### src/design/pctd_pkg.sv
// ----------------------------------------------------------------------------
// pctd_pkg
// Shared types and constants for the trial-division prime counter.
// ----------------------------------------------------------------------------
package pctd_pkg;

  // width of a tested value once the sign is known to be clear
  localparam int NVAL_W = 31;
  // divisor and remainder width (largest divisor tried is below 2^16)
  localparam int DIV_W  = 16;
  // running count width
  localparam int CNT_W  = 15;
  // square of the divisor
  localparam int SQ_W   = 32;
  // queue between front and back
  localparam int QUEUE_DEPTH = 4;
  localparam int QPTR_W      = $clog2(QUEUE_DEPTH);

  // classification made by the front end
  typedef enum logic [1:0] {
    KIND_NOT   = 2'd0,   // negative, zero, one or even above two
    KIND_TWO   = 2'd1,   // the value two
    KIND_TRIAL = 2'd2    // odd, three or more: needs trial division
  } kind_t;

  // one queued request
  typedef struct packed {
    logic [NVAL_W-1:0] value;
    logic              last;
    kind_t             kind;
  } item_t;

  // queue status seen by front and back
  typedef struct packed {
    logic full;
    logic empty;
  } qstat_t;

  // back end sequencer
  typedef enum logic [1:0] {
    ST_IDLE = 2'd0,
    ST_TEST = 2'd1,
    ST_DIV  = 2'd2,
    ST_EMIT = 2'd3
  } bstate_t;

endpackage

### src/design/pctd_front.sv
// ----------------------------------------------------------------------------
// pctd_front
// Input stage: takes a request, classifies its value and hands it to the queue.
// ----------------------------------------------------------------------------
module pctd_front (
  input  logic                 clk,
  input  logic                 rst,
  input  logic                 s_tvalid,
  output logic                 s_tready,
  input  logic [31:0]          s_tdata,   // [31:0] value
  input  logic                 s_tlast,
  input  pctd_pkg::qstat_t     qstat,
  output logic                 push,
  output pctd_pkg::item_t      push_item
);
  import pctd_pkg::*;

  logic  held;
  item_t item;
  kind_t kind_new;
  logic  take;

  // classify the incoming value
  always_comb begin
    if (s_tdata[31] || (s_tdata[31:1] == 31'd0)) begin
      kind_new = KIND_NOT;
    end else if (s_tdata == 32'd2) begin
      kind_new = KIND_TWO;
    end else if (!s_tdata[0]) begin
      kind_new = KIND_NOT;
    end else begin
      kind_new = KIND_TRIAL;
    end
  end

  assign push      = held && !qstat.full;
  assign s_tready  = !held || !qstat.full;
  assign take      = s_tvalid && s_tready;
  assign push_item = item;

  // holding register
  always_ff @(posedge clk) begin
    if (rst) begin
      held <= 1'b0;
    end else if (take) begin
      held <= 1'b1;
    end else if (push) begin
      held <= 1'b0;
    end
  end

  always_ff @(posedge clk) begin
    if (take) begin
      item.value <= s_tdata[NVAL_W-1:0];
      item.last  <= s_tlast;
      item.kind  <= kind_new;
    end
  end

endmodule

### src/design/pctd_queue.sv
// ----------------------------------------------------------------------------
// pctd_queue
// Short first-in first-out queue of classified requests.
// ----------------------------------------------------------------------------
module pctd_queue (
  input  logic             clk,
  input  logic             rst,
  input  logic             push,
  input  pctd_pkg::item_t  push_item,
  input  logic             pop,
  output pctd_pkg::item_t  pop_item,
  output pctd_pkg::qstat_t qstat
);
  import pctd_pkg::*;

  item_t             slots [QUEUE_DEPTH];
  logic [QPTR_W-1:0] wr_ptr;
  logic [QPTR_W-1:0] rd_ptr;
  logic [QPTR_W:0]   fill;

  assign qstat.full  = (fill == (QPTR_W+1)'(QUEUE_DEPTH));
  assign qstat.empty = (fill == '0);
  assign pop_item    = slots[rd_ptr];

  // pointers and fill level
  always_ff @(posedge clk) begin
    if (rst) begin
      wr_ptr <= '0;
      rd_ptr <= '0;
      fill   <= '0;
    end else begin
      if (push) begin
        wr_ptr <= wr_ptr + 1'b1;
      end
      if (pop) begin
        rd_ptr <= rd_ptr + 1'b1;
      end
      if (push && !pop) begin
        fill <= fill + 1'b1;
      end else if (pop && !push) begin
        fill <= fill - 1'b1;
      end
    end
  end

  // storage
  always_ff @(posedge clk) begin
    if (push) begin
      slots[wr_ptr] <= push_item;
    end
  end

endmodule

### src/design/pctd_back.sv
// ----------------------------------------------------------------------------
// pctd_back
// Trial division engine, running count and output register.
// ----------------------------------------------------------------------------
module pctd_back #(
  parameter int MAX_ELEMENTS = 16384
) (
  input  logic             clk,
  input  logic             rst,
  input  pctd_pkg::qstat_t qstat,
  input  pctd_pkg::item_t  pop_item,
  output logic             pop,
  output logic             m_tvalid,
  input  logic             m_tready,
  output logic [15:0]      m_tdata,   // [0] is_prime, [15:1] prime_count
  output logic             m_tlast
);
  import pctd_pkg::*;

  localparam int CountLimit = (MAX_ELEMENTS > 32767) ? 32767 : MAX_ELEMENTS;

  bstate_t           state, state_next;
  logic [NVAL_W-1:0] n, n_next;
  logic [SQ_W-1:0]   sh, sh_next;
  logic [DIV_W-1:0]  d, d_next;
  logic [SQ_W-1:0]   sq, sq_next;
  logic [DIV_W-1:0]  r, r_next;
  logic [3:0]        pc, pc_next;
  logic              last_q, last_next;
  logic              prime_q, prime_next;
  logic [CNT_W-1:0]  run_cnt, run_cnt_next;
  logic              out_valid, out_valid_next;
  logic              out_prime, out_prime_next;
  logic [CNT_W-1:0]  out_count, out_count_next;
  logic              out_last, out_last_next;
  logic              out_free;
  logic [DIV_W-1:0]  r_half;
  logic [DIV_W-1:0]  r_full;
  logic [CNT_W-1:0]  cnt_inc;

  // one restoring division step: shift in a bit, subtract if it fits
  function automatic logic [DIV_W-1:0] rem_step(input logic [DIV_W-1:0] rem,
                                                input logic               b,
                                                input logic [DIV_W-1:0] dv);
    logic [DIV_W:0] t;
    logic [DIV_W:0] diff;
    t    = {rem, b};
    diff = t - {1'b0, dv};
    if (t >= {1'b0, dv}) begin
      return diff[DIV_W-1:0];
    end
    return t[DIV_W-1:0];
  endfunction

  // two quotient bits per cycle
  assign r_half = rem_step(r, sh[SQ_W-1], d);
  assign r_full = rem_step(r_half, sh[SQ_W-2], d);

  assign out_free = !out_valid || m_tready;
  assign cnt_inc  = (prime_q && (run_cnt < CNT_W'(CountLimit))) ? run_cnt + 1'b1 : run_cnt;

  assign m_tvalid = out_valid;
  assign m_tdata  = {out_count, out_prime};
  assign m_tlast  = out_last;

  // state register
  always_ff @(posedge clk) begin
    if (rst) begin
      state     <= ST_IDLE;
      run_cnt   <= '0;
      out_valid <= 1'b0;
    end else begin
      state     <= state_next;
      run_cnt   <= run_cnt_next;
      out_valid <= out_valid_next;
    end
  end

  // datapath registers
  always_ff @(posedge clk) begin
    n         <= n_next;
    sh        <= sh_next;
    d         <= d_next;
    sq        <= sq_next;
    r         <= r_next;
    pc        <= pc_next;
    last_q    <= last_next;
    prime_q   <= prime_next;
    out_prime <= out_prime_next;
    out_count <= out_count_next;
    out_last  <= out_last_next;
  end

  // sequencer: next state and datapath control
  always_comb begin
    state_next     = state;
    n_next         = n;
    sh_next        = sh;
    d_next         = d;
    sq_next        = sq;
    r_next         = r;
    pc_next        = pc;
    last_next      = last_q;
    prime_next     = prime_q;
    run_cnt_next   = run_cnt;
    out_valid_next = out_valid && !m_tready;
    out_prime_next = out_prime;
    out_count_next = out_count;
    out_last_next  = out_last;
    pop            = 1'b0;
    unique case (state)
      ST_IDLE: begin
        if (!qstat.empty) begin
          pop       = 1'b1;
          n_next    = pop_item.value;
          last_next = pop_item.last;
          d_next    = DIV_W'(3);
          sq_next   = SQ_W'(9);
          unique case (pop_item.kind)
            KIND_TRIAL: begin
              state_next = ST_TEST;
            end
            KIND_TWO: begin
              prime_next = 1'b1;
              state_next = ST_EMIT;
            end
            default: begin
              prime_next = 1'b0;
              state_next = ST_EMIT;
            end
          endcase
        end
      end
      ST_TEST: begin
        // divisor squared past the value: no factor left
        if (sq > {1'b0, n}) begin
          prime_next = 1'b1;
          state_next = ST_EMIT;
        end else begin
          r_next     = '0;
          sh_next    = {1'b0, n};
          pc_next    = '1;
          state_next = ST_DIV;
        end
      end
      ST_DIV: begin
        r_next  = r_full;
        sh_next = {sh[SQ_W-3:0], 2'b00};
        pc_next = pc - 1'b1;
        if (pc == '0) begin
          if (r_full == '0) begin
            prime_next = 1'b0;
            state_next = ST_EMIT;
          end else begin
            // next odd divisor, square kept by (d+2)^2 = d^2 + 4d + 4
            d_next     = d + DIV_W'(2);
            sq_next    = sq + SQ_W'({d, 2'b00}) + SQ_W'(4);
            state_next = ST_TEST;
          end
        end
      end
      ST_EMIT: begin
        if (out_free) begin
          out_valid_next = 1'b1;
          out_prime_next = prime_q;
          out_count_next = cnt_inc;
          out_last_next  = last_q;
          run_cnt_next   = last_q ? '0 : cnt_inc;
          state_next     = ST_IDLE;
        end
      end
      default: begin
        state_next = ST_IDLE;
      end
    endcase
  end

endmodule

### src/design/prime_count_trial_division.sv
// ----------------------------------------------------------------------------
// prime_count_trial_division
// Streams signed 32-bit values, flags primes and counts them per set.
// ----------------------------------------------------------------------------
// Each request carries one value (s_tdata) and a last-of-set mark (s_tlast);
// each one gives exactly one result with the prime flag, the running prime
// count of the set including this value, and the echoed mark on m_tlast.
// The count clears after the result of a last-marked request and saturates
// at the smaller of MAX_ELEMENTS and 32767. Values that are negative, below
// two or even go straight to the result; an odd value is tested against odd
// divisors from 3 upward until one divides it or the divisor's square passes
// the value (at most about 23170 divisors for a large prime). Each divisor
// takes one test step and then a remainder unit that retires two bits per
// cycle. A four-entry queue lets the input side keep taking requests while
// the back end is busy, and the output register lets the back end move on
// while a result waits to be taken.
module prime_count_trial_division #(
  parameter int MAX_ELEMENTS = 16384
) (
  input  logic        clk,
  input  logic        rst,
  input  logic        s_tvalid,
  output logic        s_tready,
  input  logic [31:0] s_tdata,    // [31:0] value
  input  logic        s_tlast,
  output logic        m_tvalid,
  input  logic        m_tready,
  output logic [15:0] m_tdata,    // [0] is_prime, [15:1] prime_count
  output logic        m_tlast
);
  import pctd_pkg::*;

  qstat_t qstat;
  item_t  push_item;
  item_t  pop_item;
  logic   push;
  logic   pop;

  // classification
  pctd_front u_front (
    .clk       (clk),
    .rst       (rst),
    .s_tvalid  (s_tvalid),
    .s_tready  (s_tready),
    .s_tdata   (s_tdata),
    .s_tlast   (s_tlast),
    .qstat     (qstat),
    .push      (push),
    .push_item (push_item)
  );

  // decoupling queue
  pctd_queue u_queue (
    .clk       (clk),
    .rst       (rst),
    .push      (push),
    .push_item (push_item),
    .pop       (pop),
    .pop_item  (pop_item),
    .qstat     (qstat)
  );

  // trial division and counting
  pctd_back #(
    .MAX_ELEMENTS (MAX_ELEMENTS)
  ) u_back (
    .clk      (clk),
    .rst      (rst),
    .qstat    (qstat),
    .pop_item (pop_item),
    .pop      (pop),
    .m_tvalid (m_tvalid),
    .m_tready (m_tready),
    .m_tdata  (m_tdata),
    .m_tlast  (m_tlast)
  );

endmodule

### config.mk
export PLATFORM = sky130hd
export DESIGN_NAME = prime_count_trial_division
export DESIGN_NICKNAME = d
export VERILOG_FILES = /design/src/design/pctd_pkg.sv /design/src/design/pctd_front.sv /design/src/design/pctd_queue.sv /design/src/design/pctd_back.sv /design/src/design/prime_count_trial_division.sv
export SDC_FILE = /design/constraint.sdc
export NUM_CORES = 1
export LEC_CHECK = 0
export ABC_AREA = 1
export BUFFER_PORTS_ARGS = -buffer_cell sky130_fd_sc_hd__buf_2
export CORE_UTILIZATION = 57
export CTS_CLUSTER_SIZE = 10
export DETAILED_ROUTE_END_ITERATION = 16
export GPL_TIMING_DRIVEN = 1
export PLACE_DENSITY = 0.85
export SYNTH_ARGS = -nofsm -noshare
export SYNTH_HDL_FRONTEND = slang
export SYNTH_SLANG_ARGS = --single-unit
export TNS_END_PERCENT = 5
### constraint.sdc
create_clock -name clk -period 4.5 [get_ports clk]
set_input_delay 0.675 -clock clk [delete_from_list [all_inputs] [get_ports clk]]
set_output_delay 0.675 -clock clk [all_outputs]
set_load 0.03 [all_outputs]
* Yosys cells after proc, flatten, opt, wreduce, memory -nomap -nowiden
Memories as Yosys holds them, arrays and structs flattened. A register that Yosys moved wholly into a read port is not among the register bits. Cells that the tools add are included.
Storage, ports and cells: word-level logic and storage cells 135, output and inout bits 19, memory bits (writable) 136, register bits 210, memories 1
Operators by class: add/sub/neg operators 11, $lt $le $gt $ge 4, multiplexer cells 49, eq/ne operators 15, reduce and logical (&&, ||, !) cells 32, bitwise operators 1
Memories:
- u_queue.slots | words 4, bits a word 34, read ports 1, clocked after Yosys merged registers in 1, wr ports 1, line pctd_queue.sv:16 | item_t slots [QUEUE_DEPTH];
Operators by type and width (count):
- 2-to-1 mux 16 bit | 8
- 2-to-1 mux 32 bit | 4
- one-hot mux 32 bit (2 select lines) | 2
- one-hot mux 16 bit (2 select lines) | 2
- greater-or-equal comparator 17 x 16 -> 1 bit | 2
- adder 32 x 18 -> 32 bit | 1
- adder 32 x 3 -> 32 bit (second input constant) | 1
- equality test 32 x 2 -> 1 bit (second input constant) | 1
- greater-than comparator 32 x 31 -> 1 bit | 1
- subtractor 16 bit | 2
- zero test 31 bit | 1
- 2-to-1 mux 15 bit | 2
- adder 16 x 2 -> 16 bit (second input constant) | 1
- zero test 16 bit | 1
- 2-to-1 mux 1 bit | 16
- 2-to-1 mux 2 bit | 8
- adder 15 x 1 -> 15 bit (second input constant) | 1
- < comparator 15 bit (second input constant) | 1
- != test 2 x 1 -> 1 bit (second input constant) | 4
- != test 2 bit (second input constant) | 4
- one-hot mux 2 bit (4 select lines) | 1
- one-hot mux 4 bit (2 select lines) | 1
- nonzero test 2 bit | 4
- equality test 2 bit (second input constant) | 3
- 23 further kinds | 40

* Logic depth before layout (Yosys ltp)
Gate-level depths: netlist of the first run.
depth after elaboration 10, gate-level depth with buffers 34, mapped depth without buffers 33

* Hierarchy
From an unflattened synthesis of the first run, not the netlist that was laid out.
Unflattened totals: cell total of the unflattened synthesis 1708, area total of the unflattened synthesis 17489.3 µm²
Modules (own cells, without submodules):
- pctd_back | cells an instance 1237, instances 1, sequential area each 4744.6 µm², area an instance 10555.1 µm²
- pctd_queue | cells an instance 387, instances 1, sequential area each 4264.1 µm², area an instance 5693.0 µm²
- pctd_front | cells an instance 84, instances 1, sequential area each 1041.0 µm², area an instance 1241.2 µm²

* Worst setup path after synthesis of the first run
Ideal clock, no wire load.
kind flip-flop to flip-flop, from register u_back.d[11], to register u_back.d[10], enable pin, data arrival time 4.387 ns, buffers on the path 2, slack -0.285 ns, library setup time 0.398 ns, period minus slack after synthesis 4.785 ns, stages on the path, launching flop included 32, cell sequence edfxtp_1 > inv_1 > ha_1 > nand2_1 > inv_1 > nand2_1 > nand2_1 > nand2_1 > nand2_1 > nor2_4 > nand2_4 > inv_4 > buf_6 > nand2_1 > o21ai_1 > ha_1 > nand2_1 > nand2_1 > a21oi_1 > nand2_1 > nand3_1 > nand2_1 > nand2_2 > buf_1 > nand3_1 > nand2_1 > nor2_1 > nand2_1 > nor2_2 > nand3_2 > o211ai_1 > inv_1
Between the ends: word-level cells in the longest chain between the ends 9, elaborated cells between the ends (all ways) 13, classes of those cells 2 x add/sub; 2 x order compare; 1 x eq/ne; 6 x mux; 2 x reduce/logical
RTL lines:
- from (decl) | line pctd_back.sv:25 | logic [DIV_W-1:0] d, d_next;
- from (signal assigned) | line pctd_back.sv:83 | d <= d_next;
- subtractor 16 bit / greater-or-equal comparator 17 x 16 -> 1 bit (equally long branches) | line pctd_back.sv:48, pctd_back.sv:49
- 2-to-1 mux 16 bit / 2-to-1 mux 1 bit (equally long branches) | line pctd_back.sv:49 | if (t >= {1'b0, dv}) begin
- 2-to-1 mux 16 bit | line pctd_back.sv:52 | return t[DIV_W-1:0];
- subtractor 16 bit / greater-or-equal comparator 17 x 16 -> 1 bit (equally long branches) | line pctd_back.sv:48, pctd_back.sv:49
- 2-to-1 mux 16 bit / 2-to-1 mux 1 bit (equally long branches) | line pctd_back.sv:49
- 2-to-1 mux 16 bit * | line pctd_back.sv:52
- zero test 16 bit * | line pctd_back.sv:151 | if (r_full == '0) begin
- != test 2 bit (no line) *
- AND reduction 4 bit (no line) *
Mark *: on every way between the ends. The rest lies on a longest branch, timed or not. The select of a mux whose other input is x is not followed. A chain may end at the register's enable or synchronous reset.

* Worst setup path after layout of the first run
from register u_back.r[0], to register u_back.sq[14], enable pin
Between the ends: word-level cells in the longest chain between the ends 9, elaborated cells between the ends (all ways) 13, classes of those cells 2 x add/sub; 2 x order compare; 1 x eq/ne; 6 x mux; 2 x reduce/logical
RTL lines:
- from (decl) | line pctd_back.sv:27 | logic [DIV_W-1:0] r, r_next;
- from (signal assigned) | line pctd_back.sv:85 | r <= r_next;
- subtractor 16 bit / greater-or-equal comparator 17 x 16 -> 1 bit (equally long branches) | line pctd_back.sv:48, pctd_back.sv:49
- 2-to-1 mux 16 bit / 2-to-1 mux 1 bit (equally long branches) | line pctd_back.sv:49
- 2-to-1 mux 16 bit * | line pctd_back.sv:52
- subtractor 16 bit / greater-or-equal comparator 17 x 16 -> 1 bit (equally long branches) | line pctd_back.sv:48, pctd_back.sv:49
- 2-to-1 mux 16 bit / 2-to-1 mux 1 bit (equally long branches) | line pctd_back.sv:49
- 2-to-1 mux 16 bit * | line pctd_back.sv:52
- zero test 16 bit * | line pctd_back.sv:151
- != test 2 bit (no line) *
- AND reduction 4 bit (no line) *
- to (signal assigned) | line pctd_back.sv:84 | sq <= sq_next;
- to (decl) | line pctd_back.sv:26 | logic [SQ_W-1:0] sq, sq_next;
Marks and branches as above.

==> impl_results.md, run 1 <==
- CP startpoint kind: register
- Clock Path Buffers: 3
- Fin worst setup slack: -0.152 ns
- Worst Reg-to-Reg Cells: 30
- Syn avg cell area: about 10 um2
- CTS tree: yes
- DRC: 0
- M3 GR Usage: between 3 and 4%
- H-tree Lvls: 2
- Largest net degree at the start of global routing: 77
- Fin nets: approximately 2000
- CTS Sinks: about 340
- Routed Antenna Nets: 0
- Share of cells above drive strength 1: between 20 and 25%
- Top Usage Layer GRT: met2
- GRT met1 Usage: 30.6%
- Via count: around 13000
- Slew @ Worst Pin: approximately 1.3 ns
- Cells after Synth: about 1700
- Rows: 63
- WL/cell: ~18 um
- Final hold vios: 0
- Final core utilization: 70.2%
- WHS Path Cells: 1
- Total CTS buffers: 40
- WL final: approximately 40 mm
- HP Class: in2reg
- GRT Total Usage: between 20% and 30%
- Crit share post-route: 103%
- Setup Skew: 0.0188 ns
- Vias in the first global route: 12900
- Crit path DAT: approximately 5 ns
- Number of distinct library cells after synthesis: 51
- WS Path Type: reg2reg
- Global-route wire length before repair: 62.4 mm
- IO Pins: between 50 and 60
- Die height: 175 um
- Initial Utilization: ~58%
- CP Capture Type: register
- Syn-to-layout area delta: 21.4%
- Flops & latches, synth: approximately 340
- Port-buffer cells: 55
- Die footprint: 30800 um2
- Clk Latency, worst-skew pair: between 0.5 and 0.6 ns
- Failing checks: negative setup slack
- Worst slew margin: a little over an eighth
- DRT Pass-1 Iters: 5
- Fmax: between 0.2 and 0.25 GHz
- Post-Syn Nets: around 1800
- # hold bufs at CTS: 0
- Crit path largest cell delay: approximately 0.44 ns
- CTS root buffer: clkbuf_16
- Synth Cell Area: around 17000 um2
- Critical path's slowest cell: edfxtp_1
- Vias per cell: between 5 and 6
- Yosys warns: 0
- Detailed placer's ending HPWL: approximately 26 mm
- CP dominant cell by count: nand2_1
- GR Util met2: 46.0%
- Maxcap violations: 0
- # setup viols final: 44
- Core Region: 29600 um2
- Die X: roughly 180 um
- Placer Congestion: 0.895
- Status: finished, violations left
- RSZ-0062 raised after global routing: true
- Overflow after GRT: 0
- Worst-path clk slew: approximately 0.060 ns
- Final min period: approximately 4.7 ns
- Critical path peak fanout: 8
- Initial antenna violation count: 0
- Sequential-to-total area share from yosys stat: around 60%
- Number of inserted diodes: 0
- WP data required: around 4.8 ns
- DRC violation total after the first TritonRoute iteration: between 1000 and 1500
- Slew Viols, Final: 0
flip-flops by register name, indices dropped and copies added, names as in the netlist, named ones only:
name / flops
u_front.held: 1
u_back.d: 15
u_queue.rd_ptr: 2
u_back.prime_q: 1
u_back.run_cnt: 15
u_queue.fill: 3
u_back.sq: 29
u_back.state: 2
u_back.last_q: 1
u_back.out_count: 15
u_queue.slots: 136
u_back.m_tlast: 1
u_back.out_prime: 1
u_back.r: 16
u_queue.wr_ptr: 2
u_back.pc: 4
u_back.n: 31
u_front.push_item: 34
u_back.sh: 32
u_back.m_tvalid: 1
worst paths after layout:
| kind | startpoint | endpoint | slack [ns] |
|---|---|---|---|
| max | u_back.r[0] | u_back.sq[14] | -0.15 |
| min | s_tlast | u_front.push_item[2] | 0.32 |
| max reg2reg | u_back.r[0] | u_back.sq[14] | -0.15 |
| min reg2reg | u_front.push_item[5] | u_queue.slots[1][5] | 0.49 |
Yosys cell counts (all sizes together):
cell / instances / area (um2)
nand2: 324 / 1280
edfxtp: 316 / 9490
inv: 193 / 727
nor2: 149 / 587
o21ai: 149 / 746
a21oi: 130 / 662
ha: 103 / 1290
nand3: 57 / 318
o22ai: 34 / 213
clkbuf: 33 / 124
dfxtp: 28 / 561
nor3: 22 / 110
xor2: 21 / 184
nand4: 15 / 93.8
nor4: 15 / 93.8
buf: 11 / 72.6
xnor2: 11 / 96.3
nor3b: 7 / 52.6
a21o: 6 / 45.0
nand3b: 6 / 45.0
o21a: 6 / 45.0
a31oi: 5 / 31.3
or2: 5 / 31.3
a211oi: 4 / 30.0
fa: 4 / 80.1
and2: 3 / 18.8
and3: 3 / 18.8
o211ai: 3 / 22.5
a21boi: 2 / 15.0
o2111ai: 2 / 17.5
o221ai: 2 / 17.5
a22oi: 1 / 7.51
a31o: 1 / 8.76
clkinv: 1 / 5.00
o21bai: 1 / 7.51
cells in the final DEF, fill, tap and decap left out, types with 9 or more instances in the layout:
cell type | netlist | routed
ha_4 | 0 | 30
xor2_1 | 21 | 20
nand2_2 | 14 | 40
nand2_4 | 4 | 10
edfxtp_1 | 316 | 316
clkbuf_1 | 33 | 9
nand3_1 | 52 | 44
a21oi_2 | 3 | 12
a21oi_1 | 127 | 117
nor4_1 | 15 | 14
nor2_1 | 140 | 127
o21ai_0 | 146 | 139
nand2_1 | 306 | 274
buf_4 | 2 | 125
nand4_1 | 15 | 15
buf_6 | 3 | 10
nand3_2 | 4 | 11
xnor2_1 | 11 | 11
nor3_1 | 22 | 22
inv_1 | 190 | 168
clkbuf_16 | 0 | 42
ha_1 | 103 | 72
dfxtp_1 | 28 | 27
nor2_2 | 8 | 16
o22ai_1 | 34 | 34
buf_2 | 1 | 55
inv_2 | 2 | 23
timing repair:
| item | CTS | global route |
|---|---|---|
| cloned | 2 | 4 |
| endpoints found under the setup margin | 44 | 44 |
| setup buffers | 9 | 27 |
| gates resized for setup | 38 | 81 |
| pin swaps | 4 | 52 |
per-stage QoR:
step	TNS, ns	cell area (um2)	worst slack, ns	hold slack (ns)	instances
2_1_floorplan	-2.51	17400	-0.0569	0.427	1673
3_3_place_gp	-8.61	18800	-0.201	0.466	2178
3_5_place_dp	-8.83	18800	-0.207	0.480	2178
4_1_cts	-0.0115	20200	-0.00372	0.299	2242
5_1_grt	-9.40	20800	-0.276	0.302	2271
6_report	-3.16	20800	-0.152	0.320	2271
layout make-up:
type                       instances  area [um2]
clock buffer                      49        1030
clock inverter                     4        72.6
fill                            1975        8820
inverter                         194         749
multi-input combinational       1093        6940
sequential                       344       10100
tap                              390         488
timing repair buffer             196        1460
timing repair inverter             1        16.3
critical path: cells and delay by family, from the launching register on:
family          cells  cell delay (ns)
simple gates       17             1.98
buf+inv             9             1.13
fa+ha+maj           2             0.58
flops               1             0.44
compound gates      2             0.26
logic make-up (layout without fill, tap and decap cells):
| logic type | count (synthesis) | after routing | synth area share [%] |
|---|---|---|---|
| AOI/OAI and AO/OA | 346 | 346 | 10.9 |
| xor gates and xnor gates | 32 | 32 | 1.63 |
| adders and majority gates | 107 | 107 | 7.98 |
| buffers and inverters | 238 | 444 | 5.41 |
| DFF | 344 | 344 | 58.6 |
| and+or+nand+nor | 606 | 608 | 15.5 |
per-layer routing:
layer	wire length (um)	vias to the layer above
met3	2540	113
met5	0	-
li1	-	6207
met1	15600	6208
met4	1380	0
met2	20800	566
Power of run 1 is left out: the tool's default activity adds up to more than one toggle a clock period on the data nets, which glitch-free logic cannot reach.
==> run 2, diff against run 1 <==
--- a/config.mk
+++ b/config.mk
@@ -12,6 +12,7 @@
 export DETAILED_ROUTE_END_ITERATION = 16
 export GPL_TIMING_DRIVEN = 1
 export PLACE_DENSITY = 0.85
+export SLEW_MARGIN = 20
 export SYNTH_ARGS = -nofsm -noshare
 export SYNTH_HDL_FRONTEND = slang
 export SYNTH_SLANG_ARGS = --single-unit
==> constraint.sdc (replaced) <==
create_clock -name clk -period 4.17 [get_ports clk]
set_input_delay 0.6255 -clock clk [delete_from_list [all_inputs] [get_ports clk]]
set_output_delay 0.6255 -clock clk [all_outputs]
set_load 0.03 [all_outputs]
==> run 2 against run 1 <==
Against the previous run:
- the flow still finishes with violations (negative setup slack)
- first-iteration DRC count is 1.7% lower
- sequential share of layout area shrank 1.4 points
- clock skew fell by 0.0065 ns
- highest routed layer unchanged
- global-route usage is 1.9 points higher
- critical path depth rose by 1
- count of clock-buffer cells in the layout increased by 13
- flip-flop and latch count did not move
- hold slack got worse by 0.063 ns
==> impl_results.md, run 2 (same netlist as run 1, synthesis figures left out) <==
- Vias per cell: 5.74
- Syn-to-layout area delta: 25.1%
- WS Path Type: reg2reg
- Slew @ Worst Pin: between 0.9 and 1 ns
- RSZ-0062 raised after global routing: true
- Overflow after GRT: 0
- Via count: roughly 13000
- # setup viols final: 44
- DRT Pass-1 Iters: 6
- Initial antenna violation count: 0
- CP Buf/Inv Count: 8
- HP Class: in2reg
- Max FFs per register: 136
- M3 GR Usage: 3.59%
- CTS root buffer: clkbuf_16
- Fmax: ~0.22 GHz
- CP top delay family: simple AND/OR/NAND/NOR gates
- Fin nets: 2067
- Crit share post-route: 109%
- Critical path's slowest cell: edfxtp_1
- Setup TNS Final: -14.90 ns
- Setup Skew: ~0.012 ns
- Slew Viols, Final: 0
- Commonest non-fill, non-tap cells in the layout: edfxtp_1, nand2_1, buf_4
- Maxcap violations: 0
- Placer Congestion: ~0.9
- CP startpoint kind: register
- CP Capture Type: register
- Share of cells above drive strength 1: ~25%
- CTS Sinks: 344
- Rows: between 60 and 70
- Final min period: about 4.6 ns
- Die footprint: between 30000 and 40000 um2
- H-tree Lvls: 2
- # hold bufs at CTS: 0
- Total CTS buffers: 41
- Worst-path clk slew: ~0.060 ns
- Die height: between 150 and 200 um
- Status: finished, violations left
- IO Pins: 56
- CTS tree: yes
- Top reg by flops: u_queue.slots
- GRT met1 Usage: 33.3%
- Number of inserted diodes: 0
- Global-route wire length before repair: ~66 mm
- Crit path DAT: 4.87 ns
- Largest net degree at the start of global routing: 91
- DRC violation total after the first TritonRoute iteration: 1162
- Die X: around 180 um
- Core Region: approximately 30000 um2
- Detailed placer's ending HPWL: 28.1 mm
- Final hold vios: 0
- Clk Latency, worst-skew pair: roughly 0.55 ns
- GR Util met2: between 40% and 50%
- Critical path peak fanout: 6
- Commonest non-fill, non-tap cell in the layout: edfxtp_1
- WL/cell: around 18 um
- WL final: between 40 and 50 mm
- Failing checks: negative setup slack
- DRC: 0
- Port-buffer cells: 55
- Fin worst setup slack: -0.387 ns
- Clock Path Buffers: 3
- Crit path largest cell delay: 0.47 ns
- Initial Utilization: between 50% and 60%
- Worst slew margin: 33.8%
- GRT Total Usage: around 27%
- Vias in the first global route: between 10000 and 15000
- Routed Antenna Nets: 0
- Top Usage Layer GRT: met2
- WP data required: 4.48 ns
==> run 2: per-layer routing <==
metal | vias up | wire [um]
li1 | 6333 | -
met2 | 592 | 22100
met5 | - | 0
met1 | 6356 | 16700
met4 | 0 | 1660
met3 | 123 | 2720
==> run 2: worst register-to-register path, delay by kind of cell, from the launching register on <==
family	cells	cell delay, ns
flip-flops	1	0.47
AND/OR/NAND/NOR	17	1.65
adder cells (fa/ha/maj)	2	0.55
AO/OA/AOI/OAI	4	0.56
buffers and inverters	8	1.06
==> run 2: stage by stage <==
| step | instances | hold WS, ns | util (%) | area (um2) | setup slack, ns |
|---|---|---|---|---|---|
| after detailed placement | 2232 | 0.478 | 64.8 | 19200 | -0.398 |
| after CTS | 2313 | 0.248 | 70.1 | 20800 | -0.207 |
| final | 2337 | 0.256 | 72.4 | 21500 | -0.387 |
| after global routing | 2337 | 0.243 | 72.4 | 21500 | -0.590 |
| after global placement | 2232 | 0.463 | 64.8 | 19200 | -0.358 |
| after floorplan | 1673 | 0.427 | - | 17400 | -0.387 |
==> run 2: worst paths after layout <==
| path | start | end | slack [ns] | cells past startpoint |
|---|---|---|---|---|
| worst max-delay path | u_back.r[12] | u_back.sq[26] | -0.39 | 31 |
| worst max register to register | u_back.r[12] | u_back.sq[26] | -0.39 | 31 |
| worst min-delay path | s_tlast | u_front.push_item[2] | 0.26 | 1 |
| worst min register to register | u_front.push_item[6] | u_queue.slots[3][6] | 0.49 | 0 |
==> run 2: repair_timing <==
item / 4_1_cts / 5_1_grt
endpoints found under the setup margin: 44 / 46
cloned: 2 / 4
pin swaps: 25 / 71
setup buffers: 12 / 23
resized for setup: 52 / 113
==> run 2: final cells by class <==
cell class,instances,area [um2]
sequential,344,10100
fill,1964,8180
multi-input combinational,1092,7090
timing repair buffer,249,1870
clock buffer,62,1100
inverter,194,757
tap,390,488
clock inverter,5,80.1
timing repair inverter,1,8.76
Power of run 2 is left out for the same reason.
